[src/hw/rtl/wfmc_pkg.sv]
// Shared types, constants and register codes for the wall follow mode controller.
package wfmc_pkg;

    // Range path width; the 16-bit range ports are masked down to it.
    localparam int DIST_BITS = 16;
    localparam int IN_BITS   = (DIST_BITS < 16) ? DIST_BITS : 16;
    localparam int FRAC_SHIFT = 16;
    localparam int PROD_BITS  = DIST_BITS + FRAC_SHIFT;

    localparam int WALL_BITS  = 12;
    localparam int TOL_BITS   = 10;
    localparam int SPEED_BITS = 10;
    localparam int RATE_BITS  = 13;
    localparam int ANG_BITS   = 14;
    localparam int IDX_BITS   = 8;
    localparam int CFG_BITS   = 16;

    // cos(45 deg) in 0.16 fixed point
    localparam logic [FRAC_SHIFT-1:0] DIAG_NUM = 16'd46341;
    // floor(w/10) == (w*3277) >> 15 for every 12-bit w
    localparam logic [WALL_BITS-1:0] RECIP_10 = 12'd3277;
    localparam int RECIP_SHIFT = 15;
    localparam logic [WALL_BITS-1:0] HOLD_MARGIN_MM = 12'd100;

    typedef logic [DIST_BITS-1:0]  dist_t;
    typedef logic [WALL_BITS-1:0]  wall_t;
    typedef logic [TOL_BITS-1:0]   tol_t;
    typedef logic [SPEED_BITS-1:0] speed_t;
    typedef logic [RATE_BITS-1:0]  rate_t;
    typedef logic signed [ANG_BITS-1:0] ang_t;
    typedef logic [1:0] mode_t;

    localparam mode_t MODE_APPROACH = 2'd0;
    localparam mode_t MODE_ROTATE   = 2'd1;
    localparam mode_t MODE_FOLLOW   = 2'd2;
    localparam mode_t MODE_CORNER   = 2'd3;

    localparam logic [IDX_BITS-1:0] REG_WALL_DISTANCE = 8'd0;
    localparam logic [IDX_BITS-1:0] REG_ALIGN_TOL     = 8'd1;
    localparam logic [IDX_BITS-1:0] REG_CRUISE_SPEED  = 8'd2;
    localparam logic [IDX_BITS-1:0] REG_TURN_RATE     = 8'd3;

    typedef struct packed {
        wall_t  wall_distance;
        tol_t   align_tol;
        speed_t cruise_speed;
        rate_t  turn_rate;
    } cfg_t;

    typedef struct packed {
        dist_t front;
        dist_t slant;
        dist_t right;
        dist_t back;
    } scan_t;

    typedef struct packed {
        mode_t  mode_next;
        dist_t  back_mark_next;
        speed_t speed;
        ang_t   angular;
    } step_t;

endpackage

[src/hw/rtl/wall_follow_mode_controller.sv]
// Top level of the wall follow mode controller: handshakes, registers and mode state.
//
// Usage:
//   Scan channel (in_valid/in_ready): one transfer per scan tick with the front,
//   front-right, right and back ranges in mm. Command channel (out_valid/out_ready):
//   one transfer per tick with linear_speed, angular_rate and mode_after.
//   Config channel (cfg_valid/cfg_ready): cfg_ready is always high; indexes 0..3
//   select wall distance, alignment tolerance, cruise speed and turn rate, other
//   indexes are dropped. Write only while no tick is in flight.
//   Path: a tick is captured into the input register, then the mode logic and its
//   single diagonal multiply run combinationally into the result register, which
//   drives the command outputs.
//   Throughput: one tick per cycle unless out_ready stalls, as the mode loop closes through one register.
//   Stall: while out_ready is low the result is held; one further tick can wait
//   in the input register, after which in_ready drops.
//   Reset: mode returns to approach, the stored back mark clears, registers take
//   their defaults (500, 50, 200, 500) and both pipeline stages empty.
module wall_follow_mode_controller (
    input  logic                            clk,
    input  logic                            rst_n,
    input  logic                            in_valid,
    output logic                            in_ready,
    input  logic [15:0]                     front_mm,
    input  logic [15:0]                     front_right_mm,
    input  logic [15:0]                     right_mm,
    input  logic [15:0]                     back_mm,
    output logic                            out_valid,
    input  logic                            out_ready,
    output logic [wfmc_pkg::SPEED_BITS-1:0] linear_speed,
    output logic signed [wfmc_pkg::ANG_BITS-1:0] angular_rate,
    output logic [1:0]                      mode_after,
    input  logic                            cfg_valid,
    output logic                            cfg_ready,
    input  logic [wfmc_pkg::IDX_BITS-1:0]   cfg_index,
    input  logic [wfmc_pkg::CFG_BITS-1:0]   cfg_data
);
    import wfmc_pkg::*;

    cfg_t   cfg_reg;
    scan_t  scan_reg;
    logic   in_valid_reg;
    logic   out_valid_reg;
    mode_t  mode_reg;
    dist_t  back_mark_reg;
    speed_t speed_reg;
    ang_t   ang_reg;
    step_t  step;
    logic   advance;

    assign advance   = in_valid_reg && (!out_valid_reg || out_ready);
    assign in_ready  = !in_valid_reg || advance;
    assign cfg_ready = 1'b1;

    assign out_valid    = out_valid_reg;
    assign linear_speed = speed_reg;
    assign angular_rate = ang_reg;
    assign mode_after   = mode_reg;

    wfmc_step u_step (
        .cfg       (cfg_reg),
        .scan      (scan_reg),
        .mode      (mode_reg),
        .back_mark (back_mark_reg),
        .res       (step)
    );

    always_ff @(posedge clk or negedge rst_n)
    begin
        if (!rst_n)
        begin
            cfg_reg.wall_distance <= wall_t'(500);
            cfg_reg.align_tol     <= tol_t'(50);
            cfg_reg.cruise_speed  <= speed_t'(200);
            cfg_reg.turn_rate     <= rate_t'(500);
        end
        else if (cfg_valid)
        begin
            case (cfg_index)
                REG_WALL_DISTANCE: cfg_reg.wall_distance <= cfg_data[WALL_BITS-1:0];
                REG_ALIGN_TOL:     cfg_reg.align_tol     <= cfg_data[TOL_BITS-1:0];
                REG_CRUISE_SPEED:  cfg_reg.cruise_speed  <= cfg_data[SPEED_BITS-1:0];
                REG_TURN_RATE:     cfg_reg.turn_rate     <= cfg_data[RATE_BITS-1:0];
                default: ;
            endcase
        end
    end

    always_ff @(posedge clk or negedge rst_n)
    begin
        if (!rst_n)
        begin
            in_valid_reg  <= 1'b0;
            out_valid_reg <= 1'b0;
            mode_reg      <= MODE_APPROACH;
            back_mark_reg <= '0;
        end
        else
        begin
            if (in_ready)
                in_valid_reg <= in_valid;
            if (advance)
            begin
                out_valid_reg <= 1'b1;
                mode_reg      <= step.mode_next;
                back_mark_reg <= step.back_mark_next;
            end
            else if (out_ready)
                out_valid_reg <= 1'b0;
        end
    end

    // payload registers
    always_ff @(posedge clk)
    begin
        if (in_valid && in_ready)
        begin
            scan_reg.front <= dist_t'(front_mm[IN_BITS-1:0]);
            scan_reg.slant <= dist_t'(front_right_mm[IN_BITS-1:0]);
            scan_reg.right <= dist_t'(right_mm[IN_BITS-1:0]);
            scan_reg.back  <= dist_t'(back_mm[IN_BITS-1:0]);
        end
        if (advance)
        begin
            speed_reg <= step.speed;
            ang_reg   <= step.angular;
        end
    end

`ifndef NO_ASSERTIONS
    // a stored back mark only lives inside the corner mode
    a_mark_in_corner: assert property (@(posedge clk) disable iff (!rst_n)
        (back_mark_reg != '0) |-> (mode_reg == MODE_CORNER))
        else $error("back mark set outside corner mode");

    // a tick that changes mode commands no motion
    a_transition_zero: assert property (@(posedge clk) disable iff (!rst_n)
        (advance && (step.mode_next != mode_reg))
        |=> (linear_speed == '0) && (angular_rate == '0))
        else $error("mode transition with nonzero command");

    // only the rotate mode turns left
    a_left_only_rotate: assert property (@(posedge clk) disable iff (!rst_n)
        (advance && (mode_reg != MODE_ROTATE)) |=> !(angular_rate > 0))
        else $error("left turn outside rotate mode");

    // never drive and turn at the same time
    a_speed_or_turn: assert property (@(posedge clk) disable iff (!rst_n)
        (out_valid && (linear_speed != '0)) |-> (angular_rate == '0))
        else $error("speed and turn commanded together");

    // a held tick in the input stage is not lost
    a_in_hold: assert property (@(posedge clk) disable iff (!rst_n)
        (in_valid_reg && !advance) |=> in_valid_reg && $stable(scan_reg))
        else $error("stalled input tick dropped");
`endif

endmodule

[src/hw/rtl/wfmc_step.sv]
// Mode decision and motion command for one scan tick.
module wfmc_step (
    input  wfmc_pkg::cfg_t  cfg,
    input  wfmc_pkg::scan_t scan,
    input  wfmc_pkg::mode_t mode,
    input  wfmc_pkg::dist_t back_mark,
    output wfmc_pkg::step_t res
);
    import wfmc_pkg::*;

    localparam int CMP_BITS = DIST_BITS + 1;

    logic [PROD_BITS-1:0]   diag_scaled;
    logic [PROD_BITS-1:0]   right_scaled;
    logic [PROD_BITS-1:0]   tol_scaled;
    logic [PROD_BITS-1:0]   wall_scaled;
    logic [PROD_BITS-1:0]   align_err;
    logic [2*WALL_BITS-1:0] recip_prod;
    logic [CMP_BITS-1:0]    corner_thresh;
    logic [CMP_BITS-1:0]    right_ext;
    dist_t                  wall_dist;
    dist_t                  back_err;
    dist_t                  hold_thresh;
    logic                   front_close;
    logic                   front_clear;
    logic                   hold;
    logic                   speed_en;
    logic                   turn_left;
    logic                   turn_right;

    always_comb
    begin
        diag_scaled  = PROD_BITS'(scan.slant) * PROD_BITS'(DIAG_NUM);
        right_scaled = PROD_BITS'(scan.right) << FRAC_SHIFT;
        tol_scaled   = PROD_BITS'(cfg.align_tol) << FRAC_SHIFT;
        wall_scaled  = PROD_BITS'(cfg.wall_distance) << FRAC_SHIFT;
        align_err    = (diag_scaled > right_scaled) ? diag_scaled - right_scaled
                                                    : right_scaled - diag_scaled;

        recip_prod    = (2*WALL_BITS)'(cfg.wall_distance) * (2*WALL_BITS)'(RECIP_10);
        corner_thresh = CMP_BITS'(cfg.wall_distance)
                      + CMP_BITS'(recip_prod >> RECIP_SHIFT);
        right_ext     = CMP_BITS'(scan.right);

        wall_dist   = dist_t'(cfg.wall_distance);
        front_close = scan.front <= wall_dist;
        front_clear = scan.front >= wall_dist;

        back_err    = (scan.back > back_mark) ? scan.back - back_mark
                                              : back_mark - scan.back;
        hold_thresh = dist_t'(cfg.wall_distance - HOLD_MARGIN_MM);
        hold        = (back_mark != '0) && (cfg.wall_distance > HOLD_MARGIN_MM)
                   && (back_err < hold_thresh);

        res.mode_next      = mode;
        res.back_mark_next = back_mark;
        speed_en   = 1'b0;
        turn_left  = 1'b0;
        turn_right = 1'b0;

        case (mode)
            MODE_APPROACH:
            begin
                if (front_close)
                    res.mode_next = MODE_ROTATE;
                else
                    speed_en = 1'b1;
            end
            MODE_ROTATE:
            begin
                if ((align_err < tol_scaled) && front_clear)
                    res.mode_next = MODE_FOLLOW;
                else
                    turn_left = 1'b1;
            end
            MODE_FOLLOW:
            begin
                if (front_close)
                    res.mode_next = MODE_ROTATE;
                else if (right_ext > corner_thresh)
                begin
                    res.back_mark_next = scan.back;
                    res.mode_next      = MODE_CORNER;
                end
                else
                    speed_en = 1'b1;
            end
            default:
            begin
                if (hold)
                    speed_en = 1'b1;
                else
                begin
                    res.back_mark_next = '0;
                    if (diag_scaled > wall_scaled)
                        turn_right = 1'b1;
                    else if (scan.right > wall_dist)
                        speed_en = 1'b1;
                    else
                        res.mode_next = MODE_FOLLOW;
                end
            end
        endcase

        res.speed = speed_en ? cfg.cruise_speed : '0;
        if (turn_left)
            res.angular = ang_t'(cfg.turn_rate);
        else if (turn_right)
            res.angular = -ang_t'(cfg.turn_rate);
        else
            res.angular = '0;
    end

endmodule

[config.mk]
export PLATFORM = sky130hd
export DESIGN_NAME = wall_follow_mode_controller
export DESIGN_NICKNAME = d
export VERILOG_FILES = /design/src/hw/rtl/wfmc_pkg.sv /design/src/hw/rtl/wall_follow_mode_controller.sv /design/src/hw/rtl/wfmc_step.sv
export SDC_FILE = /design/constraint.sdc
export NUM_CORES = 1
export LEC_CHECK = 0
export BUFFER_PORTS_ARGS = -buffer_cell sky130_fd_sc_hd__buf_2
export CAP_MARGIN = 20
export CORE_MARGIN = 1.5
export CORE_UTILIZATION = 55
export DETAILED_ROUTE_END_ITERATION = 10
export GPL_TIMING_DRIVEN = 1
export HOLD_SLACK_MARGIN = 0.05
export MAX_ROUTING_LAYER = met4
export PLACE_DENSITY = 0.71
export RECOVER_POWER = 100
export SYNTH_ARGS = -nofsm -noshare
export SYNTH_HDL_FRONTEND = slang
export SYNTH_SLANG_ARGS = --single-unit
export TNS_END_PERCENT = 20
[constraint.sdc]
create_clock -name clk -period 13.5 [get_ports clk]
set_input_delay 1.35 -clock clk [delete_from_list [all_inputs] [get_ports clk]]
set_output_delay 1.35 -clock clk [all_outputs]
set_load 0.03 [all_outputs]
# Word level (Yosys, flattened, before mapping)
# Cells that the tools add are included.
# op_classes
add_sub_neg,7
multipliers,2
order_cmp,10
eq_ne,14
muxes,28
n_bitwise,2
n_reduce_logical,22
# op_table
operator,count
$sub 32x32->32,2
$mux 18,2
$gt 32x28->1,1
$gt 32x32->1,1
$lt 32x26->1,1
$mul 16x16->32 const B,1
$mux 16,2
$mux 32,1
$pmux 16 s2,1
$sub 16x16->16,2
$mux 13,2
$mul 12x12->24 const B,1
$gt 16x17->1,1
$eq 8x2->1 const B,2
$ge 16x12->1,1
$gt 16x12->1,1
$gt 16x16->1,1
$le 16x12->1,1
$lt 16x16->1,1
$reduce_bool 16->1,1
$neg 13->14,1
$add 12x9->13,1
$mux 1,13
$sub 12x7->13 const B,1
other kinds (23),43
# totals
register_bits,153

# Logic depth before layout (Yosys ltp)
# Gate-level depths: netlist of the first run.
# depth
word_depth,8
ltp_mapped,46
ltp_nobuf,43

# Modules after synthesis
# A second synthesis of the first run with hierarchy kept.
# hier_totals
cells_unflattened,1889
area_unflattened_um2,18292.5
# by_module_without_submodules
mod,instances,cells_per_inst,area_per_inst_um2
wfmc_step,1,1653,13085.0
wall_follow_mode_controller,1,236,5207.5

# Worst setup path after synthesis of the first run
# OpenSTA, ideal clock, no wires.
# synth_timing
path_kind,register to register
from,register scan_reg[33] in the netlist's numbering
to,"register ang_reg[10], in the netlist angular_rate[10] (data pin)"
setup_time_ps,275
arrival_time_ps,9596
required_ps,13225
path_slack_ps,3628
path_stages_with_launch,40
synth_period_minus_slack_ps,9872
cell_sequence,edfxtp_1 ha_1 inv_1 fa_1 inv_1 fa_1 fa_1 fa_1 fa_1 ha_1 or4_1 o21ai_0 nor2b_1 nor2b_1 o21ai_0 nand2b_1 xor2_1 ha_1 (+4 left out) a221oi_1 o21ai_1 o31ai_2 buf_2 buf_1 mux2i_1 xnor2_1 ha_1 a211o_1 a21oi_1 nand2_1 a21oi_1 o41ai_1 a221oi_1 nand4_1 o311ai_4 buf_6 o221ai_2
# synth_rtl
element,line_no,rtl
"start, declared",wall_follow_mode_controller.sv:40,scan_t scan_reg;
"end signal, assigned",wall_follow_mode_controller.sv:125,ang_reg <= step.angular;
"end, declared",wall_follow_mode_controller.sv:46,ang_t ang_reg;

==> results of run 1 <==
path summary, 6_finish.rpt:
path	from	endpoint	slack [ps]
worst max-delay path	scan_reg[33]	angular_rate[9]	1620
worst min-delay path	in_valid_reg	out_valid	500
worst max register to register	scan_reg[33]	angular_rate[9]	1620
worst min register to register	in_valid_reg	out_valid	500
max in group asynchronous	rst_n	cfg_reg[30]	9150
min in group asynchronous	rst_n	back_mark_reg[13]	2230
Yosys cell counts (14+ instances only):
| library cell | instances | area, um2 |
|---|---|---|
| a21oi_1 | 103 | 515.5 |
| nand2b_1 | 21 | 131.4 |
| nor3_1 | 16 | 80.08 |
| edfxtp_1 | 88 | 2643 |
| a211oi_1 | 14 | 105.1 |
| nor2_1 | 62 | 232.7 |
| xor2_1 | 24 | 210.2 |
| nor2b_1 | 30 | 187.7 |
| inv_1 | 313 | 1175 |
| xnor2_1 | 51 | 446.7 |
| fa_1 | 93 | 1862 |
| clkbuf_1 | 25 | 93.84 |
| or3_1 | 15 | 93.84 |
| o21ai_0 | 71 | 355.3 |
| nand4_1 | 27 | 168.9 |
| nand3_1 | 22 | 110.1 |
| nand2_1 | 83 | 311.6 |
| and3_1 | 18 | 112.6 |
| dfstp_2 | 18 | 473.0 |
| mux2_2 | 39 | 439.2 |
| mux2i_1 | 28 | 280.3 |
| dfrtp_1 | 47 | 1176 |
| o21a_1 | 24 | 180.2 |
| ha_1 | 356 | 4454 |
| a21o_1 | 73 | 548.0 |
worst reg2reg max path, delay by kind of cell (launching register included):
family | cells | cell delay, ps
xor+xnor | 2 | 570
flops | 1 | 470
compound gates | 17 | 4850
buf+inv | 3 | 450
fa+ha+maj | 9 | 3890
simple gates | 8 | 1340
stage by stage:
step           instance area [um2]  util [%]  hold WS, ps  cells  setup slack (ps)
6_report                     19380     61.10        496.5   2358              1619
3_3_place_gp                 18830     59.37        478.5   2324              2159
4_1_cts                      19460     61.35        498.6   2356              2018
5_1_grt                      19380     61.10        506.1   2358             791.8
3_5_place_dp                 18830     59.37        485.4   2324              2038
2_1_floorplan                17840         -        456.9   1837              3628
layout by cell type, fill, tap and decap left out, types with 62 or more instances in the layout:
cell / synthesis / final
a21oi_1: 103 / 103
ha_1: 356 / 356
a21o_1: 73 / 73
buf_2: 6 / 83
nand2_1: 83 / 83
edfxtp_1: 88 / 88
inv_1: 313 / 313
fa_1: 93 / 93
o21ai_0: 71 / 72
nor2_1: 62 / 62
area by class of cell:
cell class                      count  area (um2)  area share (%)
Clock buffer                       26       585.6           3.022
Clock inverter                      6       42.54          0.2195
Inverter                          313        1175           6.063
Multi-Input combinational cell   1334       12200           62.94
Sequential cell                   153        4292           22.15
Tap cell                          402       503.0           2.596
Timing Repair Buffer              124       584.3           3.015
cells by family after synthesis:
family | after synthesis
AO/OA/AOI/OAI | 404
XOR/XNOR | 75
multiplexers | 67
adder cells (fa/ha/maj) | 449
AND/OR/NAND/NOR | 338
flip-flops | 153
buffers and inverters | 350
other | 1
per-layer routing:
layer  track usage, %  share of wire, %  up-vias
met5                -                 0        -
met4            9.934               3.2        0
met3            4.647               5.4       70
met2            43.82                46      389
met1            33.93                45     6566
li1                 -                 -     6644
==> impl_metrics.py, run 1 <==
metrics = {
    "clocking": {
        "clkSlewWorstSetupHoldPaths_ps": 60,
        "insertion_delay_ps": 470,
        "cts_buffers": 17,
        "cts_setup_buffers": 0,
        "htree_levels": 4,
        "cts_sinks": 153,
        "cts_buffer_depth": 2,
        "ctsHoldBuffers": 0,
        "cts-root-buf": "clkbuf_16",
        "cts_tree": "built",
        "post_cts_resized": 0,
    },
    "placement": {
        "gp_congestion": 0.9416,
        "hpwlAfterDp_um": 34340,
        "portBuffers": 117,
    },
    "timing": {
        "skew_ps": 13.13,
        "clock.fmax_ghz": 0.08417,
        "fin_crit_sh_pct": 88.00,
        "rsz0062_at_grt": "no",
        "drv_slew": 131,
        "period_needed_ps": 11880,
        "setup-violations-final": 0,
        "relSlewSlack_pct": -205.5,
        "finalHoldViolCount": 0,
        "worst-slew-pin-transition_ps": 4582,
        "totalNegativeSetupSlack_ps": 0,
    },
    "synthesis": {
        "ys_async_sr_fraction_pct": 42.48,
        "synthAdderAreaFrac_pct": 35.40,
        "synth-seq-cells": 153,
        "synthesis.area_um2": 17840,
        "synth-xor-area-share_pct": 3.682,
        "ys_types": 84,
        "synth_edf_count": 88,
        "postSynthAreaPerCell_um2": 9.712,
        "synth-seq-area-share_pct": 24.05,
        "synth_nets": 2379,
        "syn_inst": 1837,
        "muxShareOfSynthArea_pct": 4.033,
        "synth_top_family_by_area": "adder cells",
        "synth_ff_type": "edfxtp_1",
        "synth_compound_area_share_pct": 15.53,
        "synthSimpleGateAreaFrac_pct": 9.790,
        "ys_warn_count": 0,
    },
    "run": {
        "drv_cap": 2,
    },
    "floorplan": {
        "die_area_um2": 33530,
        "row_count": 65,
        "core_um2": 31720,
        "die_y_um": 183.1,
        "die_x_um": 183.1,
        "io_pins": 122,
        "start_util_pct": 56.25,
    },
    "critical_path": {
        "path_class": "reg2reg",
        "cpMostUsedCell": "fa_1",
        "cp_num_cells": 39,
        "required_ps": 13640,
        "rr_worst_depth": 39,
        "worst_path_largest_cell_delay_ps": 990,
        "critPathTopFamily": "compound AO/OA/AOI/OAI gates",
        "critPathLaunchType": "flip-flop",
        "cp.buffers_inverters": 3,
        "cp.arrival_ps": 12020,
        "cp-end-kind": "flip-flop",
        "crit_fanout": 21,
        "crit_path_top_delay_cell": "o311ai_2",
    },
    "hold_path": {
        "worst_hold_path.num_cells": 1,
        "min_path_type": "reg2reg",
    },
    "run_status": {
        "failed_checks": "capacitance limit, slew limit",
        "status": "finished, violations left",
    },
    "grt": {
        "grt_pass1_wl_um": 68480,
        "antenna_found_initial": 0,
        "track_usage_pct": 27.01,
        "grt_max_degree": 66,
        "grt_overflow": 0,
        "grt_pass1_vias": 13640,
    },
    "route": {
        "wl_per_cell_um": 18.03,
        "first_pass_iters": 5,
        "ant_nets": 0,
        "via_per_inst": 5.797,
        "num_vias": 13670,
        "dr.first_iter.drc_count": 911,
        "route.detailed.drc": 0,
        "routed_wl_um": 42520,
    },
    "final_layout": {
        "post_route_cells_drive_above_1_share_pct": 9.816,
        "largest_register_ffs": 64,
        "n_fill_cell": 2704,
        "nets": 2485,
        "syn2layout_area_growth_pct": 8.619,
        "antenna-diode-count": 0,
    },
}
Power of run 1 is left out: the tool's default activity adds up to more than one toggle a clock period on the data nets, which glitch-free logic cannot reach.
==> run 2, diff against run 1 <==
--- a/config.mk
+++ b/config.mk
@@ -7,6 +7,7 @@
 export LEC_CHECK = 0
 export BUFFER_PORTS_ARGS = -buffer_cell sky130_fd_sc_hd__buf_2
 export CAP_MARGIN = 20
+export CORE_ASPECT_RATIO = 1.4
 export CORE_MARGIN = 1.5
 export CORE_UTILIZATION = 55
 export DETAILED_ROUTE_END_ITERATION = 10
==> constraint.sdc (replaced) <==
create_clock -name clk -period 13.5 [get_ports clk]
set_input_delay 2.7 -clock clk [delete_from_list [all_inputs] [get_ports clk]]
set_output_delay 2.7 -clock clk [all_outputs]
set_load 0.03 [all_outputs]
==> run 2 against run 1 <==
Against the previous run: the flow still finishes with violations (capacitance limit, slew limit); non-clock buffer count stayed put; final cell count shrank 0.30%; critical path depth unchanged; routed wire length is 5.1% higher.
==> impl_metrics.py, run 2 (synthesis results as in run 1) <==
metrics = {
    "run_status": {
        "status": "finished, violations left",
        "failed_checks": "capacitance limit, slew limit",
    },
    "grt": {
        "antenna_found_initial": 0,
        "track_usage_pct": 28.24,
        "grt_max_degree": 66,
        "grt_pass1_wl_um": 71060,
        "grt_overflow": 0,
        "grt_pass1_vias": 14190,
    },
    "clocking": {
        "cts-root-buf": "clkbuf_16",
        "post_cts_resized": 0,
        "htree_levels": 4,
        "clkSlewWorstSetupHoldPaths_ps": 80,
        "cts_tree": "built",
        "ctsHoldBuffers": 0,
        "insertion_delay_ps": 470,
        "cts_buffers": 17,
        "cts_sinks": 153,
        "cts_buffer_depth": 2,
        "cts_setup_buffers": 0,
    },
    "route": {
        "ant_nets": 0,
        "routed_wl_um": 44710,
        "route.detailed.drc": 0,
        "via_per_inst": 5.845,
        "num_vias": 13740,
        "dr.first_iter.drc_count": 645,
        "wl_per_cell_um": 19.02,
        "first_pass_iters": 7,
    },
    "floorplan": {
        "core_um2": 31790,
        "die_y_um": 216.1,
        "die_area_um2": 33540,
        "die_x_um": 155.2,
        "io_pins": 122,
        "start_util_pct": 56.12,
        "row_count": 77,
    },
    "final_layout": {
        "finalNonFillerCells": 2351,
        "nets": 2485,
        "largest_register_ffs": 64,
        "syn2layout_area_growth_pct": 8.184,
        "post_route_cells_drive_above_1_share_pct": 9.611,
        "mostFrequentLayoutCells": "ha_1 (356), inv_1 (313), a21oi_1 (103)",
        "layout_commonest_cell": "ha_1",
        "n_fill_cell": 2770,
        "post-route-util_pct": 60.71,
        "antenna-diode-count": 0,
    },
    "critical_path": {
        "cp.arrival_ps": 12310,
        "rr_startpoint": "scan_reg[33]",
        "critPathLaunchType": "flip-flop",
        "worst_path_largest_cell_delay_ps": 940,
        "cpMostUsedCell": "fa_1",
        "crit_path_top_delay_cell": "o311ai_2",
        "path_class": "reg2reg",
        "endpoint": "angular_rate[12]",
        "crit_start": "scan_reg[33]",
        "crit_fanout": 13,
        "r2r_end": "angular_rate[12]",
        "regToRegSetupSlack_ps": 1330,
        "required_ps": 13640,
        "cp-end-kind": "flip-flop",
        "rr_worst_depth": 39,
    },
    "timing": {
        "rsz0062_at_grt": "no",
        "period_needed_ps": 12170,
        "totalNegativeSetupSlack_ps": 0,
        "finalHoldViolCount": 0,
        "relSlewSlack_pct": -212.3,
        "drv_slew": 131,
        "fin_crit_sh_pct": 90.14,
        "worst-slew-pin-transition_ps": 4684,
        "clock.fmax_ghz": 0.08218,
        "setup-violations-final": 0,
        "skew_ps": 21.61,
    },
    "placement": {
        "place_inst": 2318,
        "gp_congestion": 0.9669,
        "portBuffers": 117,
        "hpwlAfterDp_um": 36730,
    },
    "hold_path": {
        "min_path_type": "reg2reg",
    },
    "run": {
        "drv_cap": 2,
    },
}
run 2: cell count changes in the layout (fill, tap and decap cells not counted), sizes merged:
| cell | delta |
|---|---|
| buf | -4 |
| bufinv | +1 |
| clkbuf | -4 |
| clkinv | +1 |
| inv | +6 |
run 2: cell type report:
cell class | instances | area [um2] | area share (%)
clock inverters | 14 | 140.1 | 0.7260
inverters | 313 | 1175 | 6.087
clock buffers | 18 | 429.2 | 2.224
repair buffers | 124 | 579.3 | 3.001
well taps | 395 | 494.2 | 2.561
flip-flops and latches | 153 | 4292 | 22.24
multi-input cells | 1334 | 12190 | 63.17
run 2: per-layer routing:
metal,track usage [%],up-vias,share of wire [%]
met4,14.76,0,5.2
met2,52.77,325,54
li1,-,6646,-
met1,28.51,6644,38
met3,3.499,126,3.3
met5,-,-,0
run 2: metrics by stage:
step | hold slack [ps] | setup WS [ps] | area (um2)
after floorplan | 456.9 | 3628 | 17840
after global placement | 469.1 | 2325 | 18820
after detailed placement | 481.3 | 2188 | 18830
after CTS | 500.6 | 2107 | 19400
after global routing | 516.1 | 657.5 | 19300
final | 497.1 | 1332 | 19300
run 2: critical path: cells and delay by family (launching register included):
family / cells / cell delay (ps)
AOI/OAI and AO/OA: 17 / 5040
buffers and inverters: 2 / 170
DFF: 1 / 510
xor gates and xnor gates: 2 / 340
and+or+nand+nor: 9 / 1790
adders and majority gates: 9 / 3960
run 2: worst min-delay path by stage:
stage,endpoint,start,slack (ps),depth (start not counted)
after global placement,out_valid,in_valid_reg,470,1
after detailed placement,out_valid,in_valid_reg,480,1
after global routing,cfg_reg[21],cfg_reg[21],520,1
after floorplan,out_valid,in_valid_reg,460,1
after CTS,cfg_reg[13],cfg_reg[13],500,1
final,cfg_reg[13],cfg_reg[13],500,1
Power of run 2 is left out for the same reason.
==> run 3, diff against run 2 <==
--- a/config.mk
+++ b/config.mk
@@ -5,16 +5,19 @@
 export SDC_FILE = /design/constraint.sdc
 export NUM_CORES = 1
 export LEC_CHECK = 0
+export ABC_AREA = 1
 export BUFFER_PORTS_ARGS = -buffer_cell sky130_fd_sc_hd__buf_2
 export CAP_MARGIN = 20
+export CELL_PAD_IN_SITES_DETAIL_PLACEMENT = 1
+export CELL_PAD_IN_SITES_GLOBAL_PLACEMENT = 1
 export CORE_ASPECT_RATIO = 1.4
 export CORE_MARGIN = 1.5
-export CORE_UTILIZATION = 55
+export CORE_UTILIZATION = 48
 export DETAILED_ROUTE_END_ITERATION = 10
 export GPL_TIMING_DRIVEN = 1
 export HOLD_SLACK_MARGIN = 0.05
 export MAX_ROUTING_LAYER = met4
-export PLACE_DENSITY = 0.71
+export PLACE_DENSITY = 0.8
 export RECOVER_POWER = 100
 export SYNTH_ARGS = -nofsm -noshare
 export SYNTH_HDL_FRONTEND = slang
==> run 3 against run 2 <==
Against the previous run: the run still ends with capacitance limit, slew limit left; final cell count up 19%; global-route usage grew 2.6 points; area after synthesis is 2.3% higher; cell area up 2.8%; critical endpoint is now angular_rate[8]; via count is 13% higher; sequential share of layout area shrank 0.62 points; fmax is 7.8% higher.
==> impl_metrics.py, run 3 <==
metrics = {
    "run_status": {
        "status": "finished, violations left",
        "failed_checks": "capacitance limit, slew limit",
    },
    "floorplan": {
        "row_count": 84,
        "io_pins": 122,
        "die_y_um": 233.7,
        "die_area_um2": 39200,
        "core_um2": 37520,
        "die_x_um": 167.8,
        "start_util_pct": 48.62,
    },
    "critical_path": {
        "regToRegSetupSlack_ps": 2210,
        "rr_startpoint": "scan_reg[33]",
        "cp.arrival_ps": 11480,
        "cpMostUsedCell": "nand2_1",
        "cp-end-kind": "flip-flop",
        "worst_path_largest_cell_delay_ps": 830,
        "critPathLaunchType": "flip-flop",
        "rr_worst_depth": 38,
        "path_class": "reg2reg",
        "r2r_end": "angular_rate[8]",
        "crit_fanout": 23,
        "required_ps": 13680,
        "crit_path_top_delay_cell": "nand2_1",
    },
    "clocking": {
        "htree_levels": 4,
        "cts_tree": "built",
        "cts_sinks": 153,
        "ctsHoldBuffers": 0,
        "cts_buffers": 17,
        "post_cts_resized": 0,
        "clkSlewWorstSetupHoldPaths_ps": 70,
        "cts_setup_buffers": 0,
        "cts_buffer_depth": 2,
        "cts-root-buf": "clkbuf_16",
        "insertion_delay_ps": 470,
    },
    "synthesis": {
        "synth_edf_count": 88,
        "synth_top_cell_area_share_pct": 24.42,
        "syn_inst": 2193,
        "synth.top_cells.by_count": "inv_1 (455), ha_1 (356), nand2_1 (325), a21oi_1 (146), o21ai_0 (140)",
        "synth_ff_type": "edfxtp_1",
        "ys_warn_count": 0,
        "ys_types": 61,
        "ys_async_sr_fraction_pct": 42.48,
        "synth-seq-cells": 153,
        "yosysMostFrequentCell": "inv_1",
        "synth-seq-area-share_pct": 23.52,
        "synth_area_leaders": "ha_1 (24%), edfxtp_1 (14%), fa_1 (10%), inv_1 (9.4%), nand2_1 (6.7%)",
        "postSynthAreaPerCell_um2": 8.319,
        "synth_nets": 2735,
        "synth_top_area_cell": "ha_1",
        "synthesis.area_um2": 18240,
    },
    "run": {
        "drv_cap": 3,
    },
    "placement": {
        "gp_congestion": 0.9364,
        "portBuffers": 117,
        "placed_area_um2": 19340,
        "hpwlAfterDp_um": 47520,
    },
    "route": {
        "ant_nets": 0,
        "routed_wl_um": 56790,
        "wl_per_cell_um": 20.29,
        "num_vias": 15530,
        "via_per_inst": 5.548,
        "dr.first_iter.drc_count": 546,
        "route.detailed.drc": 0,
        "first_pass_iters": 5,
    },
    "grt": {
        "grt_busiest_layer": "met2",
        "grtUsageMet1_pct": 28.34,
        "antenna_found_initial": 2,
        "grt_max_degree": 66,
        "track_usage_pct": 30.79,
        "grt_pass1_vias": 17240,
        "gr-usage-met3_pct": 3.202,
        "grt_pass1_wl_um": 89240,
        "grt_overflow": 0,
        "gr-usage-met2_pct": 60.72,
    },
    "timing": {
        "totalNegativeSetupSlack_ps": 0,
        "relSlewSlack_pct": -175.7,
        "fin_crit_sh_pct": 83.65,
        "rsz0062_at_grt": "no",
        "finalHoldViolCount": 0,
        "skew_ps": 13.93,
        "period_needed_ps": 11290,
        "setup-violations-final": 0,
        "worst-slew-pin-transition_ps": 4136,
        "holdWs_ps": 497.4,
        "clock.fmax_ghz": 0.08856,
        "drv_slew": 131,
    },
    "hold_path": {
        "hp-start": "cfg_reg[32]",
        "worst_hold_path.num_cells": 2,
        "worstHoldEndpoint": "cfg_reg[32]",
        "min_path_type": "reg2reg",
    },
    "final_layout": {
        "nets": 2853,
        "fin_area_um2": 19850,
        "post-route-util_pct": 52.90,
        "syn2layout_area_growth_pct": 8.806,
        "register_area_um2": 4292,
        "n_fill_cell": 4651,
        "post_route_cells_drive_above_1_share_pct": 7.745,
        "mostFrequentLayoutCells": "inv_1 (454), ha_1 (356), nand2_1 (329)",
        "layout_commonest_cell": "inv_1",
        "multi_input_area_um2": 12080,
        "largest_register_ffs": 64,
    },
}
==> run 3: logic make-up (layout without fill, tap and decap cells) <==
group           after synthesis  count (layout)  synth area share, %
simple gates                649             649                16.01
buf+inv                     482             613                10.03
fa+ha+maj                   449             449                34.62
compound gates              367             367                11.33
flops                       153             153                23.52
xor+xnor                     86              86                4.129
mux                           6               6               0.3429
other cells                   1               3              0.02055
==> run 3: per-layer routing <==
| layer | wire (um) | vias to the layer above |
|---|---|---|
| li1 | - | 7466 |
| met1 | 20270 | 7619 |
| met2 | 31760 | 281 |
| met3 | 1145 | 164 |
| met4 | 3610 | 0 |
| met5 | 0 | - |
==> run 3: worst max path at each step <==
stage            startpoint              end  cells after the start
2_1_floorplan  scan_reg[33]  angular_rate[4]                     34
3_3_place_gp   scan_reg[33]  angular_rate[7]                     38
3_5_place_dp   scan_reg[33]  angular_rate[8]                     38
4_1_cts        scan_reg[33]  angular_rate[8]                     38
5_1_grt        scan_reg[33]    mode_after[1]                     40
6_report       scan_reg[33]  angular_rate[8]                     38
==> run 3: cell type report <==
class,instances,share of cell area [%]
clock buffer,19,2.282
sequential,153,21.62
multi-input combinational,1558,60.84
antenna,2,0.02521
clock inverter,13,0.6870
inverter,460,8.711
tap,473,2.981
timing repair buffer,121,2.849
==> run 3: stage by stage <==
stage	cells	setup slack (ps)
after floorplan	2193	5468
after global placement	2764	3722
after detailed placement	2764	3487
after CTS	2796	3459
after global routing	2799	1549
final	2799	2208
==> run 3: critical path: cells and delay by family (launching register included) <==
family | cells | cell delay, ps
adder cells (fa/ha/maj) | 9 | 4100
AND/OR/NAND/NOR | 14 | 3750
AO/OA/AOI/OAI | 8 | 1430
XOR/XNOR | 2 | 730
flip-flops | 1 | 500
buffers and inverters | 5 | 460
Power of run 3 is left out for the same reason.
